File: src/hdl/rbsi_pkg.sv
`timescale 1ns / 1ps
`default_nettype none
// ----------------------------------------------------------------------------
// rbsi_pkg
// Shared widths, constants and payload types of the ray / box slab test.
// ----------------------------------------------------------------------------
package rbsi_pkg;

    // fixed point format and derived widths
    localparam int FRAC_BITS = 16;
    localparam int DW        = 32;                 // field width
    localparam int QW        = DW + FRAC_BITS + 1; // quotient bits, divider stages
    localparam int TW        = QW + 2;             // signed distance incl. infinity
    localparam int PHW       = QW + 1 - DW;        // upper slice of |t|
    localparam int MW        = 2 * DW - FRAC_BITS + 1;
    localparam int OW        = DW + 3;             // signed offset width
    localparam int LATENCY   = QW + 7;

    // infinity sits above any finite distance
    localparam logic signed [TW-1:0] T_INF  = {2'b01, {QW{1'b0}}};
    localparam logic signed [TW-1:0] T_NINF = {2'b11, {QW{1'b0}}};

    // offset magnitude cap
    localparam logic [MW-1:0] OFF_CAP = MW'(64'd1 << (DW + 1));

    localparam logic signed [DW-1:0] S_MAX = {1'b0, {(DW-1){1'b1}}};
    localparam logic signed [DW-1:0] S_MIN = {1'b1, {(DW-1){1'b0}}};

    typedef struct packed {
        logic signed [DW-1:0] origin_x;
        logic signed [DW-1:0] origin_y;
        logic signed [DW-1:0] origin_z;
        logic signed [DW-1:0] dir_x;
        logic signed [DW-1:0] dir_y;
        logic signed [DW-1:0] dir_z;
        logic signed [DW-1:0] box_min_x;
        logic signed [DW-1:0] box_min_y;
        logic signed [DW-1:0] box_min_z;
        logic signed [DW-1:0] box_max_x;
        logic signed [DW-1:0] box_max_y;
        logic signed [DW-1:0] box_max_z;
    } rbsi_in_t;

    typedef struct packed {
        logic                 hit;
        logic signed [DW-1:0] hit_x;
        logic signed [DW-1:0] hit_y;
        logic signed [DW-1:0] hit_z;
    } rbsi_out_t;

    // data that rides alongside the dividers
    typedef struct packed {
        logic [2:0][DW-1:0] org;
        logic [2:0][DW-1:0] dir;
        logic [2:0]         dzero;
        logic [2:0]         neg_lo;
        logic [2:0]         neg_hi;
        logic               slab_ok;
    } rbsi_side_t;

endpackage
`default_nettype wire

File: src/hdl/rbsi_point.sv
`timescale 1ns / 1ps
`default_nettype none
// ----------------------------------------------------------------------------
// rbsi_point
// One axis of the entry point: |t| * |d| in two partial products, shift,
// cap, sign, then origin plus offset saturated to 32 bits.
// ----------------------------------------------------------------------------
module rbsi_point (
    input  wire logic                          clk,
    input  wire logic [rbsi_pkg::QW:0]         tm,
    input  wire logic [rbsi_pkg::DW-1:0]       dm,
    input  wire logic                          neg,
    input  wire logic signed [rbsi_pkg::DW-1:0] org,
    output logic signed [rbsi_pkg::DW-1:0]     pt
);

    logic [2*rbsi_pkg::DW-1:0]             plo_reg;
    logic [rbsi_pkg::PHW+rbsi_pkg::DW-1:0] phi_reg;
    logic                                  neg_f_reg;
    logic signed [rbsi_pkg::DW-1:0]        org_f_reg;

    logic                                  cap;
    logic [rbsi_pkg::MW-1:0]               mag;
    logic [rbsi_pkg::MW-1:0]               mag_c;
    logic signed [rbsi_pkg::OW-1:0]        off_next;
    logic signed [rbsi_pkg::OW-1:0]        off_reg;
    logic signed [rbsi_pkg::DW-1:0]        org_g_reg;
    logic signed [rbsi_pkg::OW-1:0]        sum;

    // partial products
    always_ff @(posedge clk)
    begin
        plo_reg   <= tm[rbsi_pkg::DW-1:0] * dm;
        phi_reg   <= tm[rbsi_pkg::QW:rbsi_pkg::DW] * dm;
        neg_f_reg <= neg;
        org_f_reg <= org;
    end

    // recombine, truncate, cap and sign the offset
    always_comb
    begin
        cap   = |phi_reg[rbsi_pkg::PHW+rbsi_pkg::DW-1:rbsi_pkg::PHW];
        mag   = (rbsi_pkg::MW'(phi_reg[rbsi_pkg::PHW-1:0])
                    << (rbsi_pkg::DW - rbsi_pkg::FRAC_BITS))
              + rbsi_pkg::MW'(plo_reg >> rbsi_pkg::FRAC_BITS);
        mag_c = (cap || (mag > rbsi_pkg::OFF_CAP)) ? rbsi_pkg::OFF_CAP : mag;
        off_next = neg_f_reg ? -$signed(rbsi_pkg::OW'(mag_c))
                             : $signed(rbsi_pkg::OW'(mag_c));
    end

    always_ff @(posedge clk)
    begin
        off_reg   <= off_next;
        org_g_reg <= org_f_reg;
    end

    // add to origin and saturate
    always_comb
    begin
        sum = rbsi_pkg::OW'(org_g_reg) + off_reg;
        if (sum > rbsi_pkg::OW'(rbsi_pkg::S_MAX))
            pt = rbsi_pkg::S_MAX;
        else if (sum < rbsi_pkg::OW'(rbsi_pkg::S_MIN))
            pt = rbsi_pkg::S_MIN;
        else
            pt = sum[rbsi_pkg::DW-1:0];
    end

endmodule
`default_nettype wire
File: config.mk
export PLATFORM = sky130hd
export DESIGN_NAME = rbsi_point
export DESIGN_NICKNAME = d
export VERILOG_FILES = /design/src/hdl/rbsi_pkg.sv /design/src/hdl/rbsi_point.sv
export SDC_FILE = /design/constraint.sdc
export NUM_CORES = 2
export LEC_CHECK = 0
export ABC_AREA = 1
export BUFFER_PORTS_ARGS = -buffer_cell sky130_fd_sc_hd__buf_2
export CELL_PAD_IN_SITES_DETAIL_PLACEMENT = 1
export CELL_PAD_IN_SITES_GLOBAL_PLACEMENT = 2
export CORE_MARGIN = 2
export CORE_UTILIZATION = 36
export CTS_BUF_LIST = sky130_fd_sc_hd__clkbuf_4 sky130_fd_sc_hd__clkbuf_8 sky130_fd_sc_hd__clkbuf_16
export CTS_CLUSTER_DIAMETER = 200
export CTS_CLUSTER_SIZE = 24
export DETAILED_ROUTE_END_ITERATION = 8
export GPL_TIMING_DRIVEN = 0
export PLACE_DENSITY_LB_ADDON = 0.15
export SETUP_SLACK_MARGIN = 0.4
export SKIP_CTS_REPAIR_TIMING = 1
export SYNTH_ARGS = -nofsm -noshare
export SYNTH_HDL_FRONTEND = slang
export SYNTH_SLANG_ARGS = --single-unit
File: constraint.sdc
create_clock -name clk -period 6.8 [get_ports clk]
set_clock_uncertainty 0.05 [all_clocks]
set_input_delay 0.68 -clock clk [delete_from_list [all_inputs] [get_ports clk]]
set_output_delay 0.68 -clock clk [all_outputs]
set_load 0.05 [all_outputs]
==> impl_metrics.py <==
metrics = {
    "cts": {
        "cts_inserted_buffers": 17,
        "clkSinkCount": 198,
        "clk-insertion-delay-late_ns": 0.56,
        "clk_pin_slew_worst_paths_ns": 0.08,
        "clock_tree.htree_level_count": 4,
        "clock_tree.buffer_depth": 2,
        "cts_root_buffer": "clkbuf_16",
        "tritoncts": "done",
    },
    "setup_path": {
        "timing.critical_path.required_ns": 7.17,
        "worstSetupStartpointType": "primary input",
        "critical_path_arrival_ns": 7.31,
        "critPathMaxStageDelay_ns": 0.63,
        "worstReg2RegStart": "phi_reg[0]$_DFF_P_",
        "r2r_cells": 30,
        "reg2reg_to": "off_reg[16]$_DFF_P_",
        "path_max_fanout": 7,
        "critical_path_top_delay_cell": "fa_2",
        "dominant_delay_contributor_by_cell_family_on_the_critical_path": "adder cells",
        "timing.critical_path.buf_inv": 7,
        "r2r_slack_ns": 1.79,
        "setup.worst_path.end_class": "flip-flop",
        "path_common_cell": "fa_1",
        "cp_num_cells": 26,
        "timing.setup.critical_path_class": "primary input to flip-flop",
    },
    "sta": {
        "setup_repair_after_global_routing_missed_its_margin": "true",
        "report.final.slew_viol_count": 0,
        "finalCriticalPeriod_ns": 6.94,
        "worst-slew-pin-transition_ns": 0.951,
        "report.final.hold_viol_count": 0,
        "setup_viol": 9,
        "max_freq_mhz": 144,
        "finalCritPeriodShare_pct": 102,
        "fin_ws_ns": -0.144,
        "worst_slack_on_hold_paths_ns": 0.184,
        "worst_slew_margin_rel_pct": 36.0,
    },
    "placed_design": {
        "dpl_cell_area_um2": 65400,
        "gp_congestion": 0.945,
        "post-place-ws_ns": -2.25,
        "place.port_buffers": 117,
        "dp_hpwl_mm": 225,
    },
    "hold_path": {
        "hold_path_end": "org_f_reg[4]$_DFF_P_",
        "min-delay-start": "org[4]",
        "hp-class": "primary input to flip-flop",
        "timing.hold.worst_path_depth": 1,
    },
    "outcome": {
        "failing_checks": "setup timing",
        "result_of_the_run": "finished, violations left",
    },
    "final_layout": {
        "area_delta_synth_final_pct": 17.9,
        "flip_flop_count_of_the_largest_register_all_copies_and_words_added": 50,
        "finalInstanceArea_um2": 72200,
        "nFillCells": 20400,
        "drive_above_1_share_pct": 13.2,
        "finalNetCount": 10200,
        "most_used_cells_in_the_layout_excluding_fill_and_tap_cells": "2279 x inv_1, 2105 x nand2_1, 1309 x fa_1, 392 x ha_1, 207 x nor2_1",
        "multi_input_comb_area_um2": 48800,
        "final_common_cell": "inv_1",
        "layout.area.seq_um2": 3960,
    },
    "synth": {
        "post_synth_simple_gate_area_pct": 16.7,
        "synth-compound-area-share_pct": 4.07,
        "synth_top_family_by_area": "adder cells",
        "syn-num-nets": 9821,
        "synth.ff_latch_count": 198,
        "synthCells": 7891,
        "post_synth_fa_ha_maj_area_fraction_pct": 53.9,
        "mappedNetlistArea_um2": 61300,
        "synthArstFlopShare_pct": 0,
        "post_synthesis_cell_type_count": 54,
        "ys_seq_area_share_pct": 6.47,
        "synth_ff_type": "dfxtp_1",
        "yosys-mux-area-fraction_pct": 0,
        "synth_enable_flop_cells": 0,
        "post_synth_xor_xnor_area_pct": 2.20,
        "syn-mean-instance-area_um2": 7.76,
        "synth_warnings": 0,
    },
    "floorplanning": {
        "core_um2": 169000,
        "floorplan.initialDensity_pct": 36.2,
        "die-area_um2": 173000,
        "die_width_um": 416,
        "floorplan.io_pins": 148,
        "die_height_um": 416,
        "fp-row-count": 151,
    },
    "drt": {
        "vias_per_cell": 4.95,
        "drtAntennaViolNets": 0,
        "route.final.wire_length_mm": 264,
        "number_of_remaining_drc_errors": 0,
        "detailedRoute.firstPassIterationCount": 5,
        "num_vias": 51800,
        "initialDrtViolationCount": 3141,
        "average_routed_wire_per_standard_cell_um": 25.3,
    },
    "global_routing": {
        "grt_antenna_before_repair": 13,
        "grt_pass1_vias": 55900,
        "grtUsageTotal_pct": 30.4,
        "grt_remaining_overflow": 0,
        "grt_pass1_wl_mm": 378,
        "grt_start_max_net_pins": 19,
    },
    "run": {
        "drv_cap": 0,
    },
}
==> layout make-up <==
class,instances,area share [%]
multi-input combinational,4991,67.6
inverter,2346,12.2
buffer,356,6.28
sequential,198,5.49
tap,2218,3.84
timing repair buffer,315,3.63
clock buffer,20,0.646
clock inverter,12,0.248
antenna,7,0.0243
==> stage by stage <==
| stage | cells | TNS [ns] | utilization (%) |
|---|---|---|---|
| final | 10500 | -0.757 | 42.6 |
| after global routing | 10500 | -2.72 | 42.6 |
| after floorplan | 7891 | -0.0468 | - |
| after global placement | 10200 | -125.14 | 38.6 |
| after detailed placement | 10200 | -129.54 | 38.6 |
| after CTS | 10300 | -79.76 | 39.0 |
==> Yosys cell counts (4+ instances only) <==
library cell | count | share of area, %
nor2_2 | 12 | 0.12
nand3b_1 | 8 | 0.098
nor2_1 | 236 | 1.4
o21ai_0 | 90 | 0.74
a31oi_1 | 38 | 0.39
nand4_1 | 29 | 0.30
a21o_1 | 9 | 0.11
a21boi_0 | 4 | 0.049
dfxtp_1 | 198 | 6.5
xor2_1 | 89 | 1.3
nor3_1 | 14 | 0.11
ha_1 | 437 | 8.9
buf_2 | 8 | 0.065
o211ai_2 | 6 | 0.12
nor4_1 | 18 | 0.18
o21bai_1 | 5 | 0.061
xnor2_1 | 65 | 0.93
o31ai_1 | 5 | 0.061
o221ai_1 | 7 | 0.10
nand2_1 | 2142 | 13
o211ai_1 | 15 | 0.18
o21ai_1 | 9 | 0.074
o41ai_1 | 9 | 0.13
buf_1 | 10 | 0.061
nand3_1 | 88 | 0.72
o21a_1 | 22 | 0.27
nand2_2 | 16 | 0.16
nand3_2 | 8 | 0.13
a21oi_1 | 205 | 1.7
inv_1 | 2335 | 14
inv_2 | 9 | 0.055
clkbuf_1 | 335 | 2.1
fa_1 | 1377 | 45
==> routing by layer <==
layer | share of wire, % | track usage (%) | wire (um)
met1 | 41 | 39.9 | 109000
met5 | 0.011 | 0 | 28
met3 | 6.1 | 3.45 | 16200
met4 | 5.0 | 12.8 | 13100
met2 | 48 | 50.8 | 126000
==> worst max path at each step <==
stage            from             endpoint  slack, ns
6_report       dm[11]  plo_reg[62]$_DFF_P_      -0.14
3_3_place_gp    dm[1]  plo_reg[62]$_DFF_P_      -2.18
4_1_cts         dm[1]  phi_reg[46]$_DFF_P_      -1.65
2_1_floorplan   dm[7]  plo_reg[61]$_DFF_P_      -0.03
5_1_grt        dm[11]  plo_reg[62]$_DFF_P_      -0.34
3_5_place_dp    dm[1]  phi_reg[46]$_DFF_P_      -2.25
==> cell families after synthesis <==
logic type / Yosys count
flops: 198
xor+xnor: 154
buf+inv: 2702
fa+ha+maj: 1814
compound gates: 432
simple gates: 2591
Power is not shown: default switching activity piles up to over one toggle a cycle in this logic, so the estimate is an artifact.
